**config.mk**
```make
export PLATFORM = sky130hd
export DESIGN_NAME = fan_curve_from_temperatures_unit
export DESIGN_NICKNAME = d
export VERILOG_FILES = /design/src/rtl/fcft_pkg.sv /design/src/rtl/fcft_curve.sv /design/src/rtl/fan_curve_from_temperatures_unit.sv
export SDC_FILE = /design/constraint.sdc
export NUM_CORES = 1
export LEC_CHECK = 0
export BUFFER_PORTS_ARGS = -buffer_cell sky130_fd_sc_hd__buf_2
export CELL_PAD_IN_SITES_DETAIL_PLACEMENT = 0
export CELL_PAD_IN_SITES_GLOBAL_PLACEMENT = 2
export CORE_ASPECT_RATIO = 0.7
export CORE_MARGIN = 2
export CORE_UTILIZATION = 38
export DETAILED_ROUTE_END_ITERATION = 12
export PLACE_DENSITY = 0.87
export SYNTH_ARGS = -nofsm -noshare
export SYNTH_HDL_FRONTEND = slang
export SYNTH_SLANG_ARGS = --single-unit
```
**constraint.sdc**
```tcl
create_clock -name clk -period 3.8 [get_ports clk]
set_input_delay 0.57 -clock clk [delete_from_list [all_inputs] [get_ports clk]]
set_output_delay 0.57 -clock clk [all_outputs]
set_load 0.1 [all_outputs]
```
**src/rtl/fcft_pkg.sv**
```systemverilog
`default_nettype none
// ----------------------------------------------------------------------------
// fcft_pkg: shared types and constants for the fan curve unit
// Word formats, state encodings, register indexes and reset values.
// ----------------------------------------------------------------------------
package fcft_pkg;

  localparam int CFG_IDX_W  = 3;
  localparam int CFG_DATA_W = 11;

  localparam logic [CFG_IDX_W-1:0] CFG_CPU_LOW   = 3'd0;
  localparam logic [CFG_IDX_W-1:0] CFG_CPU_HIGH  = 3'd1;
  localparam logic [CFG_IDX_W-1:0] CFG_NVME_LOW  = 3'd2;
  localparam logic [CFG_IDX_W-1:0] CFG_NVME_HIGH = 3'd3;
  localparam logic [CFG_IDX_W-1:0] CFG_FLOOR     = 3'd4;
  localparam logic [CFG_IDX_W-1:0] CFG_CEILING   = 3'd5;

  localparam logic [10:0] RST_CPU_LOW   = 11'd400;
  localparam logic [10:0] RST_CPU_HIGH  = 11'd600;
  localparam logic [10:0] RST_NVME_LOW  = 11'd400;
  localparam logic [10:0] RST_NVME_HIGH = 11'd650;
  localparam logic [7:0]  RST_FLOOR     = 8'd30;
  localparam logic [7:0]  RST_CEILING   = 8'd255;

  typedef struct packed {
    logic [1:0]         device;
    logic signed [11:0] cpu_temp;
    logic signed [11:0] nvme_temp;
  } in_word_t;

  typedef struct packed {
    logic [7:0] pwm_duty;
    logic       duty_changed;
    logic       no_data;
  } out_word_t;

  typedef struct packed {
    logic signed [11:0] t;
    logic [10:0]        low;
    logic [10:0]        high;
    logic [7:0]         floor;
    logic [7:0]         ceiling;
  } curve_req_t;

  typedef struct packed {
    logic       busy;
    logic [7:0] duty;
  } curve_sts_t;

  typedef enum logic [1:0] {
    TOP_IDLE,
    TOP_SCAN,
    TOP_START,
    TOP_WAIT
  } top_state_t;

  typedef enum logic [2:0] {
    CRV_IDLE,
    CRV_DIV,
    CRV_SQ,
    CRV_SQRT,
    CRV_PMUL,
    CRV_MAG,
    CRV_FINISH
  } curve_state_t;

endpackage
`default_nettype wire

```
**src/rtl/fcft_curve.sv**
```systemverilog
`default_nettype none
// ----------------------------------------------------------------------------
// fcft_curve: serial power-curve evaluator
// duty = floor + r^2.5 * (ceiling - floor), r = (t - low) / (high - low) in
// Q0.16. Radix-2 divide, radix-2 square root and three shift-add multiplies,
// 16 steps each, on one narrow datapath.
// ----------------------------------------------------------------------------
module fcft_curve (
  input  logic                 clk,
  input  logic                 rst_n,
  input  logic                 start,
  input  fcft_pkg::curve_req_t req,
  output fcft_pkg::curve_sts_t sts
);
  import fcft_pkg::*;

  curve_state_t state_r, state_nxt;
  logic [3:0]   cnt_r, cnt_nxt;
  logic [17:0]  rem_r, rem_nxt;
  logic [15:0]  root_r, root_nxt;
  logic [15:0]  xsh_r, xsh_nxt;
  logic [15:0]  mcand_r, mcand_nxt;
  logic [31:0]  prod_r, prod_nxt;
  logic [7:0]   duty_r, duty_nxt;

  logic signed [11:0] low_s, high_s;
  logic [11:0]        dist_full;
  logic [10:0]        span;
  logic               at_floor, at_ceiling, rising, last;
  logic [11:0]        div_sh;
  logic               div_ge;
  logic [17:0]        sq_sh, sq_trial;
  logic               sq_ge;
  logic [16:0]        mul_sum;
  logic [7:0]         diff, mag;

  assign low_s      = $signed({1'b0, req.low});
  assign high_s     = $signed({1'b0, req.high});
  assign at_floor   = (req.t <= low_s);
  assign at_ceiling = (req.t >= high_s);
  assign dist_full  = req.t - low_s;
  assign span       = req.high - req.low;
  assign rising     = (req.ceiling >= req.floor);
  assign diff       = rising ? (req.ceiling - req.floor) : (req.floor - req.ceiling);
  assign last       = (cnt_r == 4'd15);

  assign div_sh   = {rem_r[10:0], 1'b0};
  assign div_ge   = (div_sh >= {1'b0, span});
  assign sq_sh    = {rem_r[15:0], xsh_r[15:14]};
  assign sq_trial = {root_r, 2'b01};
  assign sq_ge    = (sq_sh >= sq_trial);
  assign mul_sum  = {1'b0, prod_r[31:16]} + (prod_r[0] ? {1'b0, mcand_r} : 17'd0);
  assign mag      = mul_sum[8:1];

  always_comb begin
    state_nxt = state_r;
    case (state_r)
      CRV_IDLE: begin
        if (start) begin
          state_nxt = (at_floor || at_ceiling) ? CRV_FINISH : CRV_DIV;
        end
      end
      CRV_DIV:    if (last) state_nxt = CRV_SQ;
      CRV_SQ:     if (last) state_nxt = CRV_SQRT;
      CRV_SQRT:   if (last) state_nxt = CRV_PMUL;
      CRV_PMUL:   if (last) state_nxt = CRV_MAG;
      CRV_MAG:    if (last) state_nxt = CRV_FINISH;
      CRV_FINISH: state_nxt = CRV_IDLE;
      default:    state_nxt = CRV_IDLE;
    endcase
  end

  always_comb begin
    sts.busy = (state_r != CRV_IDLE);
    sts.duty = duty_r;
  end

  always_comb begin
    cnt_nxt   = 4'd0;
    rem_nxt   = rem_r;
    root_nxt  = root_r;
    xsh_nxt   = xsh_r;
    mcand_nxt = mcand_r;
    prod_nxt  = prod_r;
    duty_nxt  = duty_r;
    case (state_r)
      CRV_IDLE: begin
        if (start) begin
          duty_nxt = at_floor ? req.floor : req.ceiling;
          rem_nxt  = {7'd0, dist_full[10:0]};
          root_nxt = 16'd0;
        end
      end
      CRV_DIV: begin
        cnt_nxt  = cnt_r + 4'd1;
        rem_nxt  = div_ge ? {6'd0, div_sh - {1'b0, span}} : {6'd0, div_sh};
        root_nxt = {root_r[14:0], div_ge};
        if (last) begin
          prod_nxt  = {16'd0, root_r[14:0], div_ge};
          mcand_nxt = {root_r[14:0], div_ge};
          xsh_nxt   = {root_r[14:0], div_ge};
          rem_nxt   = 18'd0;
          root_nxt  = 16'd0;
        end
      end
      CRV_SQ: begin
        cnt_nxt  = cnt_r + 4'd1;
        prod_nxt = {mul_sum, prod_r[15:1]};
        if (last) begin
          mcand_nxt = mul_sum[16:1];
        end
      end
      CRV_SQRT: begin
        cnt_nxt  = cnt_r + 4'd1;
        rem_nxt  = sq_ge ? (sq_sh - sq_trial) : sq_sh;
        root_nxt = {root_r[14:0], sq_ge};
        xsh_nxt  = {xsh_r[13:0], 2'b00};
        if (last) begin
          prod_nxt = {16'd0, root_r[14:0], sq_ge};
        end
      end
      CRV_PMUL: begin
        cnt_nxt  = cnt_r + 4'd1;
        prod_nxt = {mul_sum, prod_r[15:1]};
        if (last) begin
          prod_nxt  = {16'd0, mul_sum[16:1]};
          mcand_nxt = {8'd0, diff};
        end
      end
      CRV_MAG: begin
        cnt_nxt  = cnt_r + 4'd1;
        prod_nxt = {mul_sum, prod_r[15:1]};
        if (last) begin
          duty_nxt = rising ? (req.floor + mag) : (req.floor - mag);
        end
      end
      CRV_FINISH: begin
        cnt_nxt = 4'd0;
      end
      default: begin
        cnt_nxt = 4'd0;
      end
    endcase
  end

  always_ff @(posedge clk) begin
    if (!rst_n) begin
      state_r <= CRV_IDLE;
      cnt_r   <= 4'd0;
    end else begin
      state_r <= state_nxt;
      cnt_r   <= cnt_nxt;
    end
  end

  always_ff @(posedge clk) begin
    rem_r   <= rem_nxt;
    root_r  <= root_nxt;
    xsh_r   <= xsh_nxt;
    mcand_r <= mcand_nxt;
    prod_r  <= prod_nxt;
    duty_r  <= duty_nxt;
  end

endmodule
`default_nettype wire

```
**src/rtl/fan_curve_from_temperatures_unit.sv**
```systemverilog
`default_nettype none
// ----------------------------------------------------------------------------
// fan_curve_from_temperatures_unit: fan duty from device temperature reports
// Stores each device's CPU/NVMe report, takes the maxima over devices with
// data and maps them through a clamped r^2.5 curve to a PWM duty.
//
// Input channel (in_valid/in_ready, in_word): one report word per item.
// in_ready is high only while the block is idle between reports.
// Output channel (out_valid/out_ready, out_word): one result word per report,
// held in an output register; the next report is taken while it waits.
// Config channel (cfg_valid/cfg_ready, cfg_index, cfg_data): always ready;
// write only while no report is in flight.
// After the accepting edge a report passes through the scan of every device
// store, a start state, the two curve units running side by side (five
// 16-step serial passes and a finish state) and the load of the output
// register. A new report is taken only once the block is idle again, after
// the previous result has been loaded into the output register.
// A curve unit given a clamped temperature finishes early. A stalled
// receiver holds the finished word and blocks the next result.
// Reset clears the stores, loads register defaults and sets duty to 30.
// ----------------------------------------------------------------------------
module fan_curve_from_temperatures_unit #(
  parameter int DEVICE_COUNT = 4
) (
  input  logic                                clk,
  input  logic                                rst_n,
  input  logic                                in_valid,
  output logic                                in_ready,
  input  fcft_pkg::in_word_t                  in_word,
  output logic                                out_valid,
  input  logic                                out_ready,
  output fcft_pkg::out_word_t                 out_word,
  input  logic                                cfg_valid,
  output logic                                cfg_ready,
  input  logic [fcft_pkg::CFG_IDX_W-1:0]      cfg_index,
  input  logic [fcft_pkg::CFG_DATA_W-1:0]     cfg_data
);
  import fcft_pkg::*;

  localparam int IDX_W = (DEVICE_COUNT > 1) ? $clog2(DEVICE_COUNT) : 1;
  localparam logic [IDX_W-1:0] LAST_IDX = IDX_W'(DEVICE_COUNT - 1);

  top_state_t state_r, state_nxt;

  logic signed [11:0] cpu_store_r  [DEVICE_COUNT];
  logic signed [11:0] nvme_store_r [DEVICE_COUNT];

  logic [IDX_W-1:0]   scan_cnt_r, scan_cnt_nxt;
  logic signed [11:0] top_cpu_r, top_cpu_nxt;
  logic signed [11:0] top_nvme_r, top_nvme_nxt;
  logic               any_r, any_nxt;
  logic [7:0]         duty_now_r, duty_now_nxt;
  logic               out_valid_r, out_valid_nxt;
  out_word_t          out_word_r, out_word_nxt;

  logic [10:0] cpu_low_r, cpu_high_r, nvme_low_r, nvme_high_r;
  logic [7:0]  floor_r, ceil_r;

  logic               in_acc, cfg_acc, dev_ok, start, finish, has_data;
  logic signed [11:0] scan_cpu, scan_nvme;
  logic [7:0]         duty_pick;
  curve_req_t         cpu_req, nvme_req;
  curve_sts_t         cpu_sts, nvme_sts;

  assign in_acc    = in_valid && in_ready;
  assign cfg_acc   = cfg_valid && cfg_ready;
  assign dev_ok    = ({30'd0, in_word.device} < 32'(DEVICE_COUNT));
  assign scan_cpu  = cpu_store_r[scan_cnt_r];
  assign scan_nvme = nvme_store_r[scan_cnt_r];
  assign has_data  = (scan_cpu > 12'sd0) || (scan_nvme > 12'sd0);
  assign finish    = (state_r == TOP_WAIT) && !cpu_sts.busy && !nvme_sts.busy &&
                     (!out_valid_r || out_ready);
  assign duty_pick = !any_r ? floor_r :
                     ((cpu_sts.duty > nvme_sts.duty) ? cpu_sts.duty : nvme_sts.duty);

  assign cpu_req  = '{t: top_cpu_r, low: cpu_low_r, high: cpu_high_r,
                      floor: floor_r, ceiling: ceil_r};
  assign nvme_req = '{t: top_nvme_r, low: nvme_low_r, high: nvme_high_r,
                      floor: floor_r, ceiling: ceil_r};

  fcft_curve u_cpu_curve (
    .clk   (clk),
    .rst_n (rst_n),
    .start (start),
    .req   (cpu_req),
    .sts   (cpu_sts)
  );

  fcft_curve u_nvme_curve (
    .clk   (clk),
    .rst_n (rst_n),
    .start (start),
    .req   (nvme_req),
    .sts   (nvme_sts)
  );

  always_comb begin
    state_nxt = state_r;
    case (state_r)
      TOP_IDLE:  if (in_acc) state_nxt = TOP_SCAN;
      TOP_SCAN:  if (scan_cnt_r == LAST_IDX) state_nxt = TOP_START;
      TOP_START: state_nxt = TOP_WAIT;
      TOP_WAIT:  if (finish) state_nxt = TOP_IDLE;
      default:   state_nxt = TOP_IDLE;
    endcase
  end

  always_comb begin
    in_ready  = (state_r == TOP_IDLE);
    start     = (state_r == TOP_START);
    cfg_ready = 1'b1;
    out_valid = out_valid_r;
    out_word  = out_word_r;
  end

  always_comb begin
    scan_cnt_nxt = scan_cnt_r;
    top_cpu_nxt  = top_cpu_r;
    top_nvme_nxt = top_nvme_r;
    any_nxt      = any_r;
    if (in_acc) begin
      scan_cnt_nxt = '0;
      top_cpu_nxt  = 12'sd0;
      top_nvme_nxt = 12'sd0;
      any_nxt      = 1'b0;
    end else if (state_r == TOP_SCAN) begin
      scan_cnt_nxt = scan_cnt_r + 1'b1;
      if (has_data) begin
        any_nxt = 1'b1;
        if (scan_cpu > top_cpu_r) top_cpu_nxt = scan_cpu;
        if (scan_nvme > top_nvme_r) top_nvme_nxt = scan_nvme;
      end
    end
  end

  always_comb begin
    duty_now_nxt  = duty_now_r;
    out_word_nxt  = out_word_r;
    out_valid_nxt = out_valid_r && !out_ready;
    if (finish) begin
      out_valid_nxt             = 1'b1;
      duty_now_nxt              = duty_pick;
      out_word_nxt.pwm_duty     = duty_pick;
      out_word_nxt.duty_changed = (duty_pick != duty_now_r);
      out_word_nxt.no_data      = !any_r;
    end
  end

  always_ff @(posedge clk) begin
    if (!rst_n) begin
      state_r     <= TOP_IDLE;
      out_valid_r <= 1'b0;
      duty_now_r  <= RST_FLOOR;
      scan_cnt_r  <= '0;
      any_r       <= 1'b0;
    end else begin
      state_r     <= state_nxt;
      out_valid_r <= out_valid_nxt;
      duty_now_r  <= duty_now_nxt;
      scan_cnt_r  <= scan_cnt_nxt;
      any_r       <= any_nxt;
    end
  end

  always_ff @(posedge clk) begin
    top_cpu_r  <= top_cpu_nxt;
    top_nvme_r <= top_nvme_nxt;
    out_word_r <= out_word_nxt;
  end

  always_ff @(posedge clk) begin
    if (!rst_n) begin
      for (int i = 0; i < DEVICE_COUNT; i++) begin
        cpu_store_r[i]  <= 12'sd0;
        nvme_store_r[i] <= 12'sd0;
      end
    end else if (in_acc && dev_ok) begin
      cpu_store_r[IDX_W'(in_word.device)]  <= in_word.cpu_temp;
      nvme_store_r[IDX_W'(in_word.device)] <= in_word.nvme_temp;
    end
  end

  always_ff @(posedge clk) begin
    if (!rst_n) begin
      cpu_low_r   <= RST_CPU_LOW;
      cpu_high_r  <= RST_CPU_HIGH;
      nvme_low_r  <= RST_NVME_LOW;
      nvme_high_r <= RST_NVME_HIGH;
      floor_r     <= RST_FLOOR;
      ceil_r      <= RST_CEILING;
    end else if (cfg_acc) begin
      case (cfg_index)
        CFG_CPU_LOW:   cpu_low_r   <= cfg_data;
        CFG_CPU_HIGH:  cpu_high_r  <= cfg_data;
        CFG_NVME_LOW:  nvme_low_r  <= cfg_data;
        CFG_NVME_HIGH: nvme_high_r <= cfg_data;
        CFG_FLOOR:     floor_r     <= cfg_data[7:0];
        CFG_CEILING:   ceil_r      <= cfg_data[7:0];
        default: begin
        end
      endcase
    end
  end

  // curve units sit idle whenever a new report can be taken
  a_idle_units: assert property (@(posedge clk) disable iff (!rst_n)
    (state_r == TOP_IDLE) |-> (!cpu_sts.busy && !nvme_sts.busy))
    else $error("curve unit busy while accepting a report");

  a_scan_range: assert property (@(posedge clk) disable iff (!rst_n)
    (state_r == TOP_SCAN) |-> (scan_cnt_r <= LAST_IDX))
    else $error("scan index out of range");

  // a data-driven duty lies between floor and ceiling
  a_duty_range: assert property (@(posedge clk) disable iff (!rst_n)
    (out_valid_r && !out_word_r.no_data) |->
      ((out_word_r.pwm_duty >= floor_r && out_word_r.pwm_duty <= ceil_r) ||
       (out_word_r.pwm_duty <= floor_r && out_word_r.pwm_duty >= ceil_r)))
    else $error("duty outside floor/ceiling");

endmodule
`default_nettype wire

```
After elaboration in Yosys (flattened, before gate mapping) --
Memory sizes are Yosys's and may differ from the RTL's. A register that Yosys moved wholly into a read port is not among the register bits. Cells that the tools add are included.
Word-level totals: register bits 330, bits in writable memories 96, word-level logic and storage cells 249, memories kept 2
Memories:
- cpu_store_r | words 4, width 12, rd ports 1, clocked after memory_dff 1, wr ports 4, RTL line fan_curve_from_temperatures_unit.sv:45 | logic signed [11:0] cpu_store_r [DEVICE_COUNT];
- nvme_store_r | words 4, width 12, rd ports 1, clocked after memory_dff 1, wr ports 4, RTL line fan_curve_from_temperatures_unit.sv:46 | logic signed [11:0] nvme_store_r [DEVICE_COUNT];
Cells by class: $add $sub $neg 19, magnitude comparators 14, eq/ne operators 37, multiplexer cells 83, bitwise gates (word level) 1, reductions and logical operators 61
Operators with widths (count):
- $pmux 16 s3 | 6
- $mux 16 | 17
- $pmux 32 s4 | 2
- $mux 32 | 6
- $mux 8 | 11
- $pmux 16 s2 | 2
- $mux 12 | 4
- $sub 11x11->11 | 4
- $mux 3 | 14
- $ge 18x18->1 | 2
- $pmux 3 s6 | 2
- $add 16x17->17 | 2
- $pmux 8 s2 | 2
- $sub 16x16->16 | 2
- $sub 8x8->8 | 4
- $reduce_and 2->1 | 13
- $ge 12x11->1 | 2
- $ge 12x12->1 | 2
- $gt 12x1->1 const B | 2
- $gt 12x12->1 | 2
- $le 12x12->1 | 2
- $reduce_or 12->1 | 2
- $sub 12x11->12 | 2
- $ne 2x1->1 const B | 11
- 30 further kinds | 97

Depth between registers and ports, before layout --
word-level depth 7, mapped depth 21

Modules after synthesis --
A second synthesis with hierarchy kept.
Unflattened totals: cells, all modules 2976, area total of the unflattened synthesis 28432.3 µm²
Modules (own cells, without submodules):
- fcft_curve at u_nvme_curve | instances 1, cells an instance 1094, area each 9691.8 µm², sequential area each 3263.1 µm²
- fan_curve_from_temperatures_unit | instances 1, cells an instance 863, area each 9391.5 µm², sequential area each 5185.0 µm²
- fcft_curve at u_cpu_curve | instances 1, cells an instance 1019, area each 9349.0 µm², sequential area each 3263.1 µm²

Worst setup path before layout --
OpenSTA, ideal clock, no wires.
path kind reg-to-reg, start point reg cpu_high_r[0], end point reg u_cpu_curve.rem_r[4], data pin, arrival time 3.897 ns, required time 3.524 ns, path slack -0.374 ns, cell stages (with the launch flop) 21, path buffers 2, clock period less this slack 4.174 ns, path through dfxtp_1 > inv_1 > ha_1 > inv_1 > fa_1 > a21o_1 > a21oi_1 > o21bai_1 > a21oi_1 > o21ai_0 > a21o_1 > a21oi_1 > xnor2_1 > ha_1 > nand3_1 > o31ai_1 > or3_1 > clkbuf_1 > buf_1 > mux2i_1 > o221ai_1
On the way: longest elaborated chain between the ends 5, elaborated cells on any way between the ends 6, those cells by class add/sub: 2; order compare: 1; mux: 3
RTL lines:
- start, declared | RTL line fan_curve_from_temperatures_unit.sv:56 | logic [10:0] cpu_low_r, cpu_high_r, nvme_low_r, nvme_high_r;
- start signal, assigned | RTL line fan_curve_from_temperatures_unit.sv:194 | CFG_CPU_HIGH: cpu_high_r <= cfg_data;
- $sub 11x11->11 * | RTL line fcft_curve.sv:42 | assign span = req.high - req.low;
- $sub 12x11->12 or $ge 12x11->1 (tied branches) | RTL line fcft_curve.sv:96, fcft_curve.sv:48
- $mux 12 * | RTL line fcft_curve.sv:96 | rem_nxt = div_ge ? {6'd0, div_sh - {1'b0, span}} : {6'd0, div_sh};
- $mux 16 * | RTL line fcft_curve.sv:98 | if (last) begin
- $pmux 16 s3 * | RTL line fcft_curve.sv:86 | case (state_r)
- net u_cpu_curve.rem_nxt[4] | RTL line fcft_curve.sv:19 | logic [17:0] rem_r, rem_nxt;
- end signal, assigned | RTL line fcft_curve.sv:157 | rem_r <= rem_nxt;
- end, declared | RTL line fcft_curve.sv:19
Mark *: on every way through the listed nets, which the timed path passes. The rest lies on a longest branch. A chain may end at the register's enable or synchronous reset.

Worst setup path in the final report --
start point reg nvme_high_r[0], end point reg u_nvme_curve.rem_r[9], data pin
On the way: longest elaborated chain between the ends 5, elaborated cells on any way between the ends 6, those cells by class add/sub: 2; order compare: 1; mux: 3
RTL lines:
- start, declared | RTL line fan_curve_from_temperatures_unit.sv:56
- start signal, assigned | RTL line fan_curve_from_temperatures_unit.sv:196 | CFG_NVME_HIGH: nvme_high_r <= cfg_data;
- $sub 11x11->11 * | RTL line fcft_curve.sv:42
- $sub 12x11->12 or $ge 12x11->1 (tied branches) | RTL line fcft_curve.sv:96, fcft_curve.sv:48
- $mux 12 * | RTL line fcft_curve.sv:96
- $mux 16 * | RTL line fcft_curve.sv:98
- $pmux 16 s3 * | RTL line fcft_curve.sv:86
- net u_nvme_curve.rem_nxt[9] | RTL line fcft_curve.sv:19
- end signal, assigned | RTL line fcft_curve.sv:157
- end, declared | RTL line fcft_curve.sv:19
Marks and branches as above.

==> impl_metrics.py <==
metrics = {
    "route": {
        "drtPass1Iterations": 7,
        "drc": 0,
        "route.vias.total": 21500,
        "finalWirelength_um": 75000,
        "drt-initial-drc-count": 1677,
        "ant_nets": 0,
        "via_per_inst": 5.48,
        "routedWlPerCell_um": 19.1,
    },
    "outcome": {
        "violations": "negative setup slack",
        "status": "finished with violations",
    },
    "synth": {
        "yosys.area.top_type": "edfxtp_1",
        "avgSynthCellArea_um2": 9.91,
        "synth_cells": 2740,
        "synth_area_leaders": "edfxtp_1, ha_1, dfxtp_1, a21oi_1, and2_1",
        "ys.flop_type": "edfxtp_1",
        "ys_async_sr_fraction_pct": 0,
        "synth_top_cell_area_share_pct": 34.7,
        "synth-edff-count": 314,
        "ys_warn_count": 0,
        "synth_cell_types": 85,
        "syn_nets": 3021,
        "syn_area_mm2": 0.0272,
        "ys_ff_latch": 428,
        "ys_seq_area_share_pct": 43.1,
    },
    "floorplanning": {
        "initial_utilization_pct": 38.7,
        "rows": 81,
        "fp.coreArea_mm2": 0.0702,
        "dieArea_mm2": 0.0736,
        "die_x_um": 323,
        "dieHeight_um": 228,
        "ios": 58,
    },
    "global_route": {
        "grt_pass1_vias": 20900,
        "grt.overflow.total": 0,
        "antenna_found_initial": 10,
        "grt_pass1_wl_um": 119000,
        "grt_start_max_net_pins": 74,
        "grt_usage_pct": 20.4,
    },
    "hold_path": {
        "min_path_type": "input pin to flip-flop",
        "min_from": "cfg_data[10]",
        "hold_end": "cpu_high_r[10]",
        "hold_depth": 3,
    },
    "cells_and_area": {
        "stdcell_count": 3923,
        "final_util_pct": 45.4,
        "fill_cells": 6537,
        "final_area_mm2": 0.0319,
        "final_layout_size_suffix_gt1_share_pct": 17.0,
        "area_delta_synth_final_pct": 17.6,
        "nets": 3208,
    },
    "power": {
        "internal-power_mw": 15.8,
        "vdd_drop_max_v": 0.000557,
        "power_frac_seq_pct": 27.4,
        "comb_power_share_pct": 53.6,
        "p_switching_mw": 11.3,
        "power_mw": 27.1,
        "clkPwrFrac_pct": 19.0,
        "p_per_area_mw_per_mm2": 848,
        "swShare_pct": 41.6,
        "p_leak_nw": 12.7,
    },
    "sta": {
        "period_share_pct": 103,
        "finalHoldViolations": 0,
        "tightestPinTransition_ps": 1130,
        "final.min_clock_period_ps": 3910,
        "setup_viol": 11,
        "finalSetupTns_ps": -736,
        "fin_ws_ps": -114,
        "max_clock_freq_mhz": 256,
        "fin_skew_ps": 19.3,
        "final_max_slew_viol_count": 0,
        "rsz0062_at_grt": "true",
        "relSlewSlack_pct": 24.5,
        "hold_slack_ps": 256,
    },
    "flow_run": {
        "cap_viol_max_count": 0,
    },
    "setup_path": {
        "r2r-start": "nvme_high_r[0]",
        "end_kind": "flip-flop",
        "start_kind": "flip-flop",
        "cp.required_ps": 4120,
        "ff2ff_path_depth": 20,
        "worstPathMaxFanout": 6,
        "cp.arrival_ps": 4230,
        "crit_start": "nvme_high_r[0]",
        "r2r_slack_ps": -110,
        "path_class": "flip-flop to flip-flop",
        "r2r_end": "u_nvme_curve.rem_r[9]",
    },
    "place": {
        "place_ws_ps": -292,
        "place_inst": 3804,
        "dp_hpwl_um": 55400,
        "postPlaceCellArea_mm2": 0.0295,
        "portBuffers": 56,
        "gp_congestion": 0.908,
    },
    "cts": {
        "clk-insertion-delay-late_ps": 600,
        "cts-hold-fix-buffers": 0,
        "clk_pin_slew_worst_paths_ps": 60,
        "tritoncts": "done",
        "cts.sinks": 428,
        "htree_levels": 2,
        "cts_buffer_depth": 3,
        "cts_inserted_buffers": 48,
        "cts_root_buffer": "clkbuf_16",
    },
}
-- flip-flops by register name, indices dropped and copies added, names as in the netlist, 16 cells and up, named ones only --
signal and flops:
u_nvme_curve.xsh_r 16, u_nvme_curve.rem_r 16, u_nvme_curve.mcand_r 16, u_nvme_curve.root_r 16, u_cpu_curve.root_r 16, u_cpu_curve.xsh_r 16, u_cpu_curve.rem_r 16, u_cpu_curve.prod_r 32
u_cpu_curve.mcand_r 16, u_nvme_curve.prod_r 32, nvme_store_r 48, cpu_store_r 48
-- layout make-up --
type                       instances  area, µm²  share of cell area (%)
tap                              954       1190                    3.74
clock buffer                      50       1230                    3.85
inverter                         201        757                    2.37
multi-input combinational       2005      14700                    46.2
antenna                            4       10.0                  0.0314
timing repair buffer             243       1770                    5.54
clock inverter                    38        490                    1.54
sequential                       428      11700                    36.7
-- cells by family (layout without fill, tap and decap cells) --
group	Yosys count	after routing	synth area share [%]
DFF	428	428	43.1
buffers and inverters	307	532	4.46
and+or+nand+nor	837	837	15.0
xor gates and xnor gates	130	130	4.24
other	1	5	0.0138
muxes	102	102	4.96
AOI/OAI and AO/OA	699	699	17.0
adders and majority gates	236	236	11.2
-- Yosys cell counts, types with 24 or more instances --
cell type    n
a21boi_0    31
a21o_1      50
a21oi_1    177
a22oi_1     34
and2_1     134
and3_1      33
clkbuf_1    84
dfxtp_1    114
edfxtp_1   314
ha_1       224
inv_1      200
mux2i_1     57
mux4_2      24
nand2_1    221
nand2b_1    24
nand3_1     69
nor2_1     202
nor2b_1     40
nor3_1      41
o211ai_1    37
o21a_1      24
o21ai_0    158
o221ai_1    24
xnor2_1     69
xor2_1      60
-- critical path, stage by stage (launching register included) --
cell and delay, ps:
dfxtp_2 330, inv_2 70, ha_4 140, inv_2 40, fa_2 380, a21o_1 200, a21oi_2 160, o21bai_1 100
a21oi_2 170, o21ai_2 100, a21o_1 170, a21oi_2 120, xnor2_1 80, ha_1 350, nand3_4 110, o31ai_4 210
nand2b_4 220, buf_12 140, mux2_4 300, a22oi_2 150, o21ai_1 90
-- per-layer routing --
metal,share of wire [%],global-route usage [%],vias up
met5,0.089,0,-
met4,1.5,4.01,10
met3,7.7,4.37,98
met2,41,30.1,606
met1,49,30.7,10400
li1,-,-,10400
-- worst max path at each step --
stage	cells after the start	slack, ps	to
finish	20	-110	u_nvme_curve.rem_r[9]
global route	20	-330	u_nvme_curve.rem_r[9]
CTS	18	-120	u_nvme_curve.duty_r[7]
detailed placement	20	-290	u_nvme_curve.rem_r[9]
global placement	18	-150	u_cpu_curve.duty_r[7]
floorplan	20	4	u_cpu_curve.rem_r[2]
-- timing repair --
item	CTS	global route
pin swaps	45	85
resized for setup	64	70
gates cloned	2	0
setup buffers	12	18
setup endpoints to repair	29	42
-- layout by cell type (no fill, tap or decap), drive strengths merged, types with 31 or more instances in the layout --
master and n:
a21boi 31, a21o 50, a21oi 178, a22oi 34, and2 136, and3 33
buf 243, clkbuf 50, dfxtp 114, edfxtp 314, ha 224, inv 207
mux2i 57, nand2 221, nand3 69, nor2 202, nor2b 40, nor3 41
o211ai 37, o21ai 165, xnor2 69, xor2 60
-- power groups by stage --
stage | clock, mW | sequential, mW | combinational (mW)
after floorplan | 0 | 7.22 | 9.58
after global placement | 0 | 7.47 | 13.2
after detailed placement | 0 | 7.50 | 13.5
after CTS | 5.27 | 7.41 | 13.9
after global routing | 5.42 | 7.53 | 16.1
final | 5.15 | 7.42 | 14.5
Note: power is estimated with default switching activity, not from simulation.
